**src/rtl/core/set_assoc_cache_tag_store_defines.svh**
```systemverilog
// assertion macros used by the tag store back end
`ifndef SET_ASSOC_CACHE_TAG_STORE_DEFINES_SVH
`define SET_ASSOC_CACHE_TAG_STORE_DEFINES_SVH

// same-cycle implication, clocked on clk, off during reset
`define SACTS_ASSERT_NOW(name, ante, cons, msg) \
    name: assert property (@(posedge clk) disable iff (!rst_n) (ante) |-> (cons)) \
        else $error(msg);

// next-cycle implication
`define SACTS_ASSERT_NEXT(name, ante, cons, msg) \
    name: assert property (@(posedge clk) disable iff (!rst_n) (ante) |=> (cons)) \
        else $error(msg);

`endif

```
**src/rtl/core/sacts_pkg.sv**
```systemverilog
`default_nettype none
package sacts_pkg;

    localparam int ADDR_W     = 32;
    localparam int STAMP_W    = 32;
    localparam int CNT_W      = 32;
    localparam int PICK_W     = 16;
    localparam int SET_CNT_W  = 11;
    localparam int WAY_CNT_W  = 5;
    localparam int CFG_IDX_W  = 2;
    localparam int CFG_DATA_W = 11;
    localparam int DIGIT_BITS = 4;
    localparam int DIV_STEPS  = ADDR_W / DIGIT_BITS;

    localparam logic OP_LOOKUP  = 1'b0;
    localparam logic OP_INSTALL = 1'b1;

    typedef enum logic [CFG_IDX_W-1:0] {
        CFG_SET_COUNT      = 2'd0,
        CFG_WAY_COUNT      = 2'd1,
        CFG_RANDOM_REPLACE = 2'd2
    } cfg_idx_t;

    typedef struct packed {
        logic                opcode;
        logic [ADDR_W-1:0]   line_addr;
        logic                dirty_flag;
        logic [STAMP_W-1:0]  time_stamp;
    } req_t;

    typedef struct packed {
        logic full;
        logic empty;
    } q_stat_t;

    function automatic logic [CNT_W-1:0] sat_inc(input logic [CNT_W-1:0] v);
        sat_inc = (v == {CNT_W{1'b1}}) ? v : v + 1'b1;
    endfunction

endpackage
`default_nettype wire

```
**src/rtl/core/sacts_queue.sv**
```systemverilog
`default_nettype none
module sacts_queue #(
    parameter int DATA_W = 8
) (
    input  wire logic               clk,
    input  wire logic               rst_n,
    input  wire logic               push,
    input  wire logic [DATA_W-1:0]  push_data,
    input  wire logic               pop,
    output logic [DATA_W-1:0]       pop_data,
    output sacts_pkg::q_stat_t      stat
);
    import sacts_pkg::*;

    logic [DATA_W-1:0] slot_reg [2];
    logic              wr_ptr_reg;
    logic              rd_ptr_reg;
    logic [1:0]        count_reg;

    assign pop_data   = slot_reg[rd_ptr_reg];
    assign stat.full  = (count_reg == 2'd2);
    assign stat.empty = (count_reg == 2'd0);

    always_ff @(posedge clk)
    begin
        if (push)
            slot_reg[wr_ptr_reg] <= push_data;
    end

    always_ff @(posedge clk or negedge rst_n)
    begin
        if (!rst_n)
        begin
            wr_ptr_reg <= 1'b0;
            rd_ptr_reg <= 1'b0;
            count_reg  <= 2'd0;
        end
        else
        begin
            if (push)
                wr_ptr_reg <= !wr_ptr_reg;
            if (pop)
                rd_ptr_reg <= !rd_ptr_reg;
            if (push && !pop)
                count_reg <= count_reg + 2'd1;
            else if (pop && !push)
                count_reg <= count_reg - 2'd1;
        end
    end

endmodule
`default_nettype wire

```
**config.mk**
```make
export PLATFORM = sky130hd
export DESIGN_NAME = sacts_queue
export DESIGN_NICKNAME = d
export VERILOG_FILES = /design/src/rtl/core/set_assoc_cache_tag_store_defines.svh /design/src/rtl/core/sacts_pkg.sv /design/src/rtl/core/sacts_queue.sv
export SDC_FILE = /design/constraint.sdc
export NUM_CORES = 1
export LEC_CHECK = 0
export BUFFER_PORTS_ARGS = -buffer_cell sky130_fd_sc_hd__buf_2
export CAP_MARGIN = 20
export CORE_AREA = 5 5 49 51
export CTS_BUF_LIST = sky130_fd_sc_hd__clkbuf_16
export DETAILED_ROUTE_END_ITERATION = 10
export DIE_AREA = 0 0 54 56
export PLACE_DENSITY = 0.71
export SYNTH_ARGS = -nofsm -noshare
export SYNTH_HDL_FRONTEND = slang
export SYNTH_SLANG_ARGS = --single-unit
export TNS_END_PERCENT = 30
```
**constraint.sdc**
```tcl
create_clock -name clk -period 1.7 [get_ports clk]
set_input_delay 0.34 -clock clk [delete_from_list [all_inputs] [get_ports clk]]
set_output_delay 0.34 -clock clk [all_outputs]
set_load 0.05 [all_outputs]
```
==> metrics.md <==
| Metric | Value |
|---|---|
| Cells after Synth | roughly 40 |
| PortBufs | 21 |
| Routed WL | ~1200 um |
| DRC errors left | 0 |
| Max FO, Critical Path | 9 |
| Dpl hpwl | about 840 um |
| Combinational power share | about a third |
| Synth async-reset ratio | approximately 20% |
| Critical-path top delay cell | dfrtp_2 |
| Commonest cells post-synth | edfxtp_1, mux2_2, dfrtp_1, xor2_1, nor2_1 |
| P_int | ~1.4 mW |
| Pleak | ~0.42 nW |
| Die Area | 3020 um^2 |
| Pwr/cell area | slightly above 2000 nW/um^2 |
| RSZ-0062 raised after global routing | false |
| Gr usage total | under 10% |
| Register area | 582 um^2 |
| Non-filler instance count after layout | between 90 and 100 |
| Drt wl/cell | between 10 and 15 um |
| Nets | just over 80 |
| Area Overhead vs Synth | 32.6% |
| MaxCap Viol Count | 0 |
| Number of global-route vias before repair | around 450 |
| Most frequent cell after synthesis | edfxtp_1 |
| Hold Vio Cnt, Final | 0 |
| Setup Viol. Count Final | 0 |
| Max FFs per register | 16 |
| Layout Utilization | a little over half |
| Crit path DAT | ~1.3 ns |
| CTS sink count | 20 |
| Reg power frac | a little over a third |
| Cell row count | 16 |
| Core area | between 1500 and 2000 um^2 |
| Syn Area/Cell | approximately 19 um^2 |
| Worst-path cell chain | mux2_2 -> buf_2 |
| Fill count | about 160 |
| Largest net degree at the start of global routing | 13 |
| Largest stage delay on the critical path | between 0.4 and 0.5 ns |
| Height of the die | about 56 um |
| Post-synth top area share | 62.3% |
| Placer Congestion | between 0.6 and 0.7 |
| GRT overflow | 0 |
| Post-synth EDFFs | 16 |
| Via density | about 4.3 |
| Die width | approximately 54 um |
| DR vias | between 400 and 500 |
| PnR Total Power | 2.12 mW |
| Initial Util | approximately two fifths |
| Layout Skew | 0.000853 ns |
| Synth area leaders | edfxtp_1, dfrtp_1, mux2_2 |
| ANT nets after route | 0 |
| Min cycle time layout | around 1.6 ns |
| Clock latency on the worst-skew pair | 0.25 ns |
| Hold crit path type | primary input to flip-flop |
| Ports | 22 |
| Multi-input gate area | 175 um^2 |
| Worst-path clk slew | ~0.05 ns |
| CP startpoint kind | flip-flop |
| Share of cells above drive strength 1 | ~54% |
| Fmax | 0.606 GHz |
| Clk pwr share | between 20% and 30% |
| Switching power total | between 0.7 and 0.8 mW |
| Sequential fraction of the synthesis area | about 75% |
| Post-Syn Nets | 54 |
| Largest area contributor in the netlist | edfxtp_1 |
| H-tree level count | 1 |
| Reg2reg setup slack | ~0.61 ns |
| CP Capture Type | output pin |
| Placed Instances | about 90 |
| Initial DRC Count | 4 |
| Buffer depth of the longest clock path | 2 |
| Switch share | between 30% and 40% |
| Slew margin rel. | between 70% and 80% |
| Final period util | between 90% and 100% |
| CTS Root Cell | clkbuf_16 |
| # diodes | 0 |
| Initial DRT Pass Iterations | 4 |
| CTS tree | built |
| CTS Buf Count | 3 |
| Worst Path Required | 1.36 ns |
| Ys flop type | edfxtp_1 |
| Yosys reg bits | 20 |
| Synth cell types | 12 |
| Fin. max-slew vios | 0 |
| First-pass GRT wire length | between 1500 and 2000 um |
| Initial antenna violation count | 0 |
| Ys Warns | 0 |
| CP Class | flip-flop to output pin |
| Status | completed |
| Worst VDD drop | 0.996 mV |
| Mapped Area | between 700 and 800 um^2 |
| Setup_tns | 0 ns |
| Measured slew at the worst slew-check pin | ~0.38 ns |
critical path: cells and delay by family, from the launching register on:
kind,cells,cell delay (ns)
muxes,1,0.36
DFF,1,0.48
buffers and inverters,1,0.21
per-stage QoR:
stage               setup slack (ns)  cell area (um^2)  hold slack (ns)
floorplan                      0.305               771           0.0444
global placement               0.210               906            0.153
detailed placement             0.204               906            0.154
CTS                           0.0456              1020            0.276
global route                 0.00113              1020            0.275
finish                        0.0506              1020            0.280
cells by family (layout without fill, tap and decap cells):
group         after synthesis  after routing  synth area share (%)
xor+xnor                    5              5                  5.68
fa+ha+maj                   1              1                  1.62
buf+inv                     2             28                  1.95
flops                      20             20                  75.3
mux                         8              8                  11.7
simple gates                5              5                  3.74
what timing repair did:
action,in CTS,in global routing
hold buffers,1,0
buffers inserted,0,0
endpoints found under the hold margin,4,0
gates resized for setup,1,0
setup endpoints to repair,8,0
worst paths after layout:
kind,from,to,depth (start not counted)
max,rd_ptr_reg,pop_data[4],2
min,push_data[1],slot_reg[0][1],1
max reg2reg,wr_ptr_reg,slot_reg[1][3],1
min reg2reg,wr_ptr_reg,wr_ptr_reg,1
max in group asynchronous,rst_n,rd_ptr_reg,2
min in group asynchronous,rst_n,count_reg[1],2
cell usage in the layout (no fill, tap or decap), drive strengths merged:
cell type and count:
bufinv 1, and2b 1, xor2 4, dlygate4sd3 1
ha 1, dfrtp 4, buf 22, inv 1
mux2 8, and2 1, nor2b 1, nor2 2
clkbuf 3, edfxtp 16, xnor2 1
area by class of cell:
cell class                 count  share of cell area (%)
sequential                    20                    56.9
inverter                       1                   0.367
clock buffer                   3                    7.34
clock inverter                 1                    2.94
multi-input combinational     19                    17.1
tap                           27                    3.30
timing repair buffer          23                    12.0
power groups by stage:
stage	logic, mW	registers, mW	clock network, mW
after floorplan	0.646	0.719	0
after global placement	0.735	0.763	0
after detailed placement	0.739	0.769	0
after CTS	0.742	0.764	0.638
after global routing	0.770	0.783	0.662
final	0.733	0.760	0.629
routing by layer:
metal | GRT usage (%) | wire (um)
met2 | 15.9 | 684
met4 | 5.34 | 8
met3 | 2.41 | 48
met1 | 10.0 | 480
met5 | 0 | 0
Note: power is estimated with default switching activity, not from simulation.
