File: config.mk
export PLATFORM = sky130hd
export DESIGN_NAME = sacts_front
export DESIGN_NICKNAME = d
export VERILOG_FILES = /design/src/rtl/core/set_assoc_cache_tag_store_defines.svh /design/src/rtl/core/sacts_pkg.sv /design/src/rtl/core/sacts_front.sv
export SDC_FILE = /design/constraint.sdc
export NUM_CORES = 1
export LEC_CHECK = 0
export BUFFER_PORTS_ARGS = -buffer_cell sky130_fd_sc_hd__buf_4
export CAP_MARGIN = 40
export CORE_ASPECT_RATIO = 1.2
export CORE_UTILIZATION = 45
export CTS_CLUSTER_SIZE = 24
export DETAILED_ROUTE_END_ITERATION = 16
export HOLD_SLACK_MARGIN = 0.02
export PLACE_DENSITY = 0.68
export SLEW_MARGIN = 15
export SYNTH_ARGS = -nofsm -noshare
export SYNTH_HDL_FRONTEND = slang
export SYNTH_SLANG_ARGS = --single-unit
File: constraint.sdc
create_clock -name clk -period 10.8 [get_ports clk]
set_clock_uncertainty 0.2 [all_clocks]
set_input_delay 0 -clock clk [delete_from_list [all_inputs] [get_ports clk]]
set_output_delay 0 -clock clk [all_outputs]
set_load 0.01 [all_outputs]
File: src/rtl/core/set_assoc_cache_tag_store_defines.svh
// assertion macros used by the tag store back end
`ifndef SET_ASSOC_CACHE_TAG_STORE_DEFINES_SVH
`define SET_ASSOC_CACHE_TAG_STORE_DEFINES_SVH

// same-cycle implication, clocked on clk, off during reset
`define SACTS_ASSERT_NOW(name, ante, cons, msg) \
    name: assert property (@(posedge clk) disable iff (!rst_n) (ante) |-> (cons)) \
        else $error(msg);

// next-cycle implication
`define SACTS_ASSERT_NEXT(name, ante, cons, msg) \
    name: assert property (@(posedge clk) disable iff (!rst_n) (ante) |=> (cons)) \
        else $error(msg);

`endif

File: src/rtl/core/sacts_pkg.sv
`default_nettype none
package sacts_pkg;

    localparam int ADDR_W     = 32;
    localparam int STAMP_W    = 32;
    localparam int CNT_W      = 32;
    localparam int PICK_W     = 16;
    localparam int SET_CNT_W  = 11;
    localparam int WAY_CNT_W  = 5;
    localparam int CFG_IDX_W  = 2;
    localparam int CFG_DATA_W = 11;
    localparam int DIGIT_BITS = 4;
    localparam int DIV_STEPS  = ADDR_W / DIGIT_BITS;

    localparam logic OP_LOOKUP  = 1'b0;
    localparam logic OP_INSTALL = 1'b1;

    typedef enum logic [CFG_IDX_W-1:0] {
        CFG_SET_COUNT      = 2'd0,
        CFG_WAY_COUNT      = 2'd1,
        CFG_RANDOM_REPLACE = 2'd2
    } cfg_idx_t;

    typedef struct packed {
        logic                opcode;
        logic [ADDR_W-1:0]   line_addr;
        logic                dirty_flag;
        logic [STAMP_W-1:0]  time_stamp;
    } req_t;

    typedef struct packed {
        logic full;
        logic empty;
    } q_stat_t;

    function automatic logic [CNT_W-1:0] sat_inc(input logic [CNT_W-1:0] v);
        sat_inc = (v == {CNT_W{1'b1}}) ? v : v + 1'b1;
    endfunction

endpackage
`default_nettype wire

File: src/rtl/core/sacts_front.sv
`default_nettype none
module sacts_front #(
    parameter int MAX_SETS  = 1024,
    parameter int MAX_ASSOC = 16
) (
    input  wire logic                                clk,
    input  wire logic                                rst_n,
    input  wire logic [((MAX_SETS > 1) ? $clog2(MAX_SETS) : 1):0]   sets_use,
    input  wire logic [((MAX_ASSOC > 1) ? $clog2(MAX_ASSOC) : 1):0] ways_use,
    input  wire logic                                in_valid,
    output logic                                     in_stall,
    input  wire sacts_pkg::req_t                     in_req,
    input  wire logic [sacts_pkg::PICK_W-1:0]        in_pick,
    input  wire sacts_pkg::q_stat_t                  q_stat,
    output logic                                     q_push,
    output sacts_pkg::req_t                          q_req,
    output logic [((MAX_SETS > 1) ? $clog2(MAX_SETS) : 1)-1:0]    q_set,
    output logic [((MAX_ASSOC > 1) ? $clog2(MAX_ASSOC) : 1)-1:0]  q_pick
);
    import sacts_pkg::*;

    localparam int SIDX_W = (MAX_SETS > 1) ? $clog2(MAX_SETS) : 1;
    localparam int WIDX_W = (MAX_ASSOC > 1) ? $clog2(MAX_ASSOC) : 1;
    localparam int SRW    = SIDX_W + 1;
    localparam int WRW    = WIDX_W + 1;
    localparam int CNT_B  = $clog2(DIV_STEPS);

    typedef enum logic [1:0] {F_IDLE, F_DIV, F_PUSH} fstate_t;

    fstate_t              state_reg;
    req_t                 req_reg;
    logic [ADDR_W-1:0]    addr_sh_reg;
    logic [ADDR_W-1:0]    pick_sh_reg;
    logic [SRW-1:0]       set_rem_reg, set_rem_next;
    logic [WRW-1:0]       pick_rem_reg, pick_rem_next;
    logic [CNT_B-1:0]     step_reg;

    // four restoring remainder steps per cycle
    always_comb
    begin
        logic [SRW:0] ts;
        logic [WRW:0] tw;
        set_rem_next  = set_rem_reg;
        pick_rem_next = pick_rem_reg;
        for (int k = 0; k < DIGIT_BITS; k++)
        begin
            ts = {set_rem_next, addr_sh_reg[ADDR_W-1-k]};
            if (ts >= {1'b0, sets_use})
                ts = ts - {1'b0, sets_use};
            set_rem_next = ts[SRW-1:0];
            tw = {pick_rem_next, pick_sh_reg[ADDR_W-1-k]};
            if (tw >= {1'b0, ways_use})
                tw = tw - {1'b0, ways_use};
            pick_rem_next = tw[WRW-1:0];
        end
    end

    assign in_stall = (state_reg != F_IDLE);
    assign q_push   = (state_reg == F_PUSH) && !q_stat.full;
    assign q_req    = req_reg;
    assign q_set    = set_rem_reg[SIDX_W-1:0];
    assign q_pick   = pick_rem_reg[WIDX_W-1:0];

    always_ff @(posedge clk or negedge rst_n)
    begin
        if (!rst_n)
        begin
            state_reg <= F_IDLE;
            step_reg  <= '0;
        end
        else
        begin
            unique case (state_reg)
                F_IDLE:
                begin
                    if (in_valid)
                    begin
                        req_reg      <= in_req;
                        addr_sh_reg  <= in_req.line_addr;
                        pick_sh_reg  <= {{(ADDR_W-PICK_W){1'b0}}, in_pick};
                        set_rem_reg  <= '0;
                        pick_rem_reg <= '0;
                        step_reg     <= '0;
                        state_reg    <= F_DIV;
                    end
                end
                F_DIV:
                begin
                    set_rem_reg  <= set_rem_next;
                    pick_rem_reg <= pick_rem_next;
                    addr_sh_reg  <= addr_sh_reg << DIGIT_BITS;
                    pick_sh_reg  <= pick_sh_reg << DIGIT_BITS;
                    step_reg     <= step_reg + 1'b1;
                    if (step_reg == CNT_B'(DIV_STEPS - 1))
                        state_reg <= F_PUSH;
                end
                F_PUSH:
                begin
                    if (!q_stat.full)
                        state_reg <= F_IDLE;
                end
                default:
                begin
                    state_reg <= F_IDLE;
                end
            endcase
        end
    end

endmodule
`default_nettype wire

==> flow_summary.toml, run 1 <==
[status]
outcome = "finished clean"

[cells_and_area]
finish.utilization_pct = 62.6
largest_register_ff_count = 66
final_net_count = 1241
layout-area-overhead-vs-synth_pct = 35.2
final_layout_size_suffix_gt1_share_pct = 23.6

[sta]
tightestPinTransition_ps = 738
max-slew-margin-rel_pct = 50.8
period_share_pct = 90.4
max_freq_mhz = 102
finalSetupTns_ps = 0
report.final.slew_viol_count = 0
period_needed_ps = 9770
timing.final.hold_violations = 0
setup_slack_ps = 1030
rsz0062_at_grt = "no"
setup_viol_count_final = 0

[min_path]
min_to = "q_req[22]$_DFFE_PP_"
timing.hold.worst.class = "input port to register"
whs_path_depth = 2
min_from = "in_req[22]"

[die]
die_h_um = 155
top_level_ports = 185
fp.dieW_um = 130
design.core.area_mm2 = 0.0190
row_count = 55
floorplan.die_area_mm2 = 0.0201
initial_core_util_pct = 46.3

[routing]
number_of_remaining_drc_errors = 0
drt_pre_antenna_iters = 4
detailroute.via_count = 6744
avgRoutedWirePerCell_um = 15.8
viasPerCell = 5.06
ant_nets = 0
routed_wl_um = 21100
first_iter_violations = 314

[placement]
place_congestion = 0.872
port_buffer_count = 183
dp_hpwl_um = 14400
preCtsSetupSlack_ps = 880

[cts]
clock_tree.htree_level_count = 4
post-cts-setup-buffer-count = 0
cts_max_path_buffers = 2
cts_tree = "yes"
clock_insertion_delay_at_the_later_pin_of_the_skew_report_ps = 410
clockRootBuffer = "clkbuf_16"
cts-buffers-inserted = 17
cts_num_sinks = 151
clkSlewWorstSetupHoldPaths_ps = 60

[synth]
syn_area_per_cell_um2 = 11.0
synth.largest_area_cell = "edfxtp_1"
fraction_of_registers_with_async_set_reset_pct = 3.31
ys_types = 64
synth-warning-count = 0
synth.cell_area_mm2 = 0.00879
syn-num-nets = 975
synthTopCellsByCount = "nand2_1 (150), edfxtp_1 (146), ha_1 (66)"
seq_area_frac_synth_pct = 51.3
syn-instance-count = 798
synth_edf_count = 146
synth_area_leaders = "edfxtp_1 (50%), ha_1 (9.4%), nand2_1 (6.4%)"
synth_top_area_share_pct = 49.9
ys_seq_elements = 151
synthMostInstantiatedCell = "nand2_1"
synth_ff_type = "edfxtp_1"

[setup_path]
worst_r2r_path_depth = 34
timing.reg2reg.setup_slack_ps = 1030
critPathMaxFanout = 11
cp_data_required_time_ps = 10740
worstSetupPathType = "register to register"
critical_path.max_stage_delay_ps = 530
critical_path.reg2reg.endpoint = "set_rem_reg[7]$_SDFFCE_PN0P_"
start_kind = "register"
reg_to_reg_startpoint = "set_rem_reg[4]$_SDFFCE_PN0P_"
crit_path_end_kind = "register"
crit_path_top_delay_cell = "a211oi_4"
crit_arrival_ps = 9710

[global_route]
grt_antenna_before_repair = 1
gr-usage-all-layers_pct = 21.9
grt_max_degree = 70
grt_overflow_total = 0
grt_first_pass_wirelength_um = 33700
first_global_vias = 6816

[run]
timing.max_cap.violations = 0
[metal layers]
| layer | part of all wire (%) | vias to the layer above | global-route usage, % |
|---|---|---|---|
| li1 | - | 3387 | - |
| met1 | 42 | 3162 | 26.1 |
| met2 | 51 | 179 | 38.6 |
| met3 | 5.7 | 16 | 6.09 |
| met4 | 1.0 | 0 | 5.59 |
| met5 | 0 | - | 0 |
[worst max-delay path: cells and delay by family (launching register included)]
family                   cells  cell delay (ps)
AO/OA/AOI/OAI               14             3370
adder cells (fa/ha/maj)      4             1390
multiplexers                 4             1440
flip-flops                   1              440
AND/OR/NAND/NOR             11             2370
buffers and inverters        1              260
[kinds of logic after synthesis]
| logic type | Yosys count | share of synthesized area (%) |
|---|---|---|
| AO/OA/AOI/OAI | 136 | 10.5 |
| XOR/XNOR | 38 | 3.78 |
| adder cells (fa/ha/maj) | 74 | 11.2 |
| buffers and inverters | 77 | 4.00 |
| flip-flops | 151 | 51.3 |
| multiplexers | 36 | 4.41 |
| AND/OR/NAND/NOR | 286 | 14.8 |
[timing repair]
action | 4_1_cts | 5_1_grt
hold endpoints to repair | 148 | 0
endpoints found under the setup margin | 0 | 9
hold buffers | 90 | 0
resized for setup | 0 | 2
[how the worst max path moves through the flow]
stage                                      start                       endpoint  slack (ps)
floorplan           set_rem_reg[4]$_SDFFCE_PN0P_  set_rem_reg[10]$_SDFFCE_PN0P_        2530
global placement    set_rem_reg[4]$_SDFFCE_PN0P_   set_rem_reg[2]$_SDFFCE_PN0P_         810
detailed placement     addr_sh_reg[31]$_DFFE_PP_   set_rem_reg[2]$_SDFFCE_PN0P_         880
CTS                    addr_sh_reg[31]$_DFFE_PP_   set_rem_reg[7]$_SDFFCE_PN0P_         830
global route           addr_sh_reg[31]$_DFFE_PP_   set_rem_reg[2]$_SDFFCE_PN0P_         160
finish              set_rem_reg[4]$_SDFFCE_PN0P_   set_rem_reg[7]$_SDFFCE_PN0P_        1030
[layout make-up]
class / count / area (um^2)
clock inverter: 13 / 146
inverter: 43 / 161
clock buffer: 18 / 429
sequential: 151 / 4510
tap: 256 / 320
fill: 1518 / 7100
multi-input combinational: 570 / 3970
antenna: 1 / 2.50
timing repair buffer: 281 / 2350
[stage by stage]
| stage | std cells | cell area [um^2] | hold slack [ps] |
|---|---|---|---|
| 3_5_place_dp | 1210 | 10400 | -386 |
| 3_3_place_gp | 1209 | 10400 | -387 |
| 4_1_cts | 1331 | 11900 | 80.5 |
| 2_1_floorplan | 798 | 8790 | -496 |
| 5_1_grt | 1333 | 11900 | 87.3 |
| 6_report | 1333 | 11900 | 98.6 |
[placed cells by master, fill, tap and decap left out, drive strengths merged, types with 9 or more instances in the layout]
cell	Yosys	routed
a21o	16	16
a21oi	38	38
and2	24	24
buf	18	191
clkbuf	16	18
dlygate4sd3	0	90
edfxtp	146	146
ha	66	66
inv	43	47
mux2	22	22
mux2i	14	14
nand2	151	151
nand2b	9	9
nand4	12	12
nor2	43	43
nor2b	10	10
nor3	13	13
o21ai	34	34
xnor2	22	22
xor2	16	16
Power of run 1 is not shown: default switching activity piles up to over one toggle a cycle in this logic, so the estimate is an artifact.
==> run 2: changes to the inputs <==
- CORE_MARGIN: default -> 3
- CORE_UTILIZATION: 45 -> 55
- PLACE_DENSITY: 0.68 -> 0.8
- SETUP_SLACK_MARGIN: default -> 0.02
==> flow_summary.toml, run 2 (synthesis gave the netlist of run 1 again) <==
[cts]
clkSlewWorstSetupHoldPaths_ps = 70
cts_tree = "yes"
cts_num_sinks = 151
post-cts-setup-buffer-count = 0
clock_insertion_delay_at_the_later_pin_of_the_skew_report_ps = 420
clock_tree.htree_level_count = 4
clockRootBuffer = "clkbuf_16"
cts-buffers-inserted = 17
cts_max_path_buffers = 2

[cells_and_area]
commonest_cells_after_routing_fill_and_taps_aside = "buf_4 (190), nand2_1 (150), edfxtp_1 (146), dlygate4sd3_1 (90), ha_1 (66)"
final_net_count = 1241
largest_register_ff_count = 66
finish.utilization_pct = 75.8
nFillCells = 994
multiInputGateArea_mm2 = 0.00397
antenna_diode_count = 0
postLayoutCellArea_mm2 = 0.0119
layout-area-overhead-vs-synth_pct = 34.9
final_layout_size_suffix_gt1_share_pct = 23.7
area.sequential_mm2 = 0.00451
mostFrequentLayoutCell = "buf_4"

[global_route]
grt_max_degree = 67
grt_overflow_total = 0
first_global_vias = 7328
gr-usage-all-layers_pct = 27.6
grt_first_pass_wirelength_um = 37100
grt_antenna_before_repair = 0

[setup_path]
critPathMaxFanout = 11
critical_path.reg2reg.endpoint = "set_rem_reg[5]$_SDFFCE_PN0P_"
worstSetupPathType = "register to register"
endpoint = "set_rem_reg[5]$_SDFFCE_PN0P_"
reg_to_reg_startpoint = "addr_sh_reg[31]$_DFFE_PP_"
cp_data_required_time_ps = 10750
crit_arrival_ps = 9880
crit_path_end_kind = "register"
timing.reg2reg.setup_slack_ps = 860
start_kind = "register"
crit_path_top_delay_cell = "a211oi_4"
worst_r2r_path_depth = 36
critical_path.max_stage_delay_ps = 530
worst_setup_path_startpoint = "addr_sh_reg[31]$_DFFE_PP_"

[run]
timing.max_cap.violations = 0

[sta]
period_share_pct = 92.0
max_freq_mhz = 101
finalSetupTns_ps = 0
timing.final.hold_violations = 0
tightestPinTransition_ps = 868
period_needed_ps = 9940
report.final.slew_viol_count = 0
rsz0062_at_grt = "no"
setup_viol_count_final = 0
max-slew-margin-rel_pct = 42.2

[min_path]
timing.hold.worst.class = "input port to register"
whs_path_depth = 2

[placement]
dpl-instance-area_mm2 = 0.0103
dp_hpwl_um = 14900
port_buffer_count = 183
place_congestion = 0.857

[die]
top_level_ports = 185
row_count = 50
floorplan.die_area_mm2 = 0.0175
design.core.area_mm2 = 0.0156
fp.dieW_um = 121
initial_core_util_pct = 56.2
die_h_um = 145

[routing]
viasPerCell = 5.57
avgRoutedWirePerCell_um = 18.9
first_iter_violations = 515
routed_wl_um = 24300
ant_nets = 0
detailroute.via_count = 7155
drt_pre_antenna_iters = 5
number_of_remaining_drc_errors = 0

[status]
outcome = "finished clean"
-- run 2: layer usage --
metal | GRT usage [%] | wire length, um | up-vias
met4 | 12.4 | 928 | 0
met2 | 48.6 | 12500 | 336
met5 | 0 | 0 | -
met3 | 6.73 | 1760 | 60
li1 | - | - | 3388
met1 | 31.8 | 9070 | 3371
-- run 2: layout make-up --
cell class	instances	share of cell area [%]
repair buffers	281	19.9
clock buffers	18	3.62
inverters	43	1.36
clock inverters	14	1.53
multi-input cells	570	33.4
flip-flops and latches	151	38.0
well taps	208	2.19
-- run 2: what timing repair did --
| action | 4_1_cts | 5_1_grt |
|---|---|---|
| hold endpoints to repair | 128 | 0 |
| endpoints found under the setup margin | 0 | 7 |
| hold buffers | 90 | 0 |
| gates resized for setup | 0 | 1 |
-- run 2: how the worst min path moves through the flow --
stage | start | to | slack [ps]
6_report | in_req[14] | q_req[14]$_DFFE_PP_ | 90
5_1_grt | in_req[30] | q_req[30]$_DFFE_PP_ | 80
4_1_cts | in_req[16] | q_req[16]$_DFFE_PP_ | 80
3_5_place_dp | rst_n | step_reg[1]$_DFFE_PN0P_ | -380
3_3_place_gp | rst_n | step_reg[1]$_DFFE_PN0P_ | -390
2_1_floorplan | rst_n | state_reg[0]$_DFFE_PN0P_ | -500
-- run 2: worst max-delay path: cells and delay by family (launching register included) --
kind            cells  cell delay [ps]
buf+inv             2              330
simple gates       11             2600
flops               1              420
fa+ha+maj           5             1440
compound gates     14             3210
mux                 4             1450
-- run 2: per-stage QoR --
step / instances / hold WS (ps) / setup slack (ps)
floorplan: 798 / -496 / 2530
global placement: 1161 / -387 / 933
detailed placement: 1163 / -384 / 978
CTS: 1285 / 80.1 / 899
global route: 1285 / 85.0 / 67.4
finish: 1285 / 91.3 / 861
Power of run 2 is left out for the same reason.
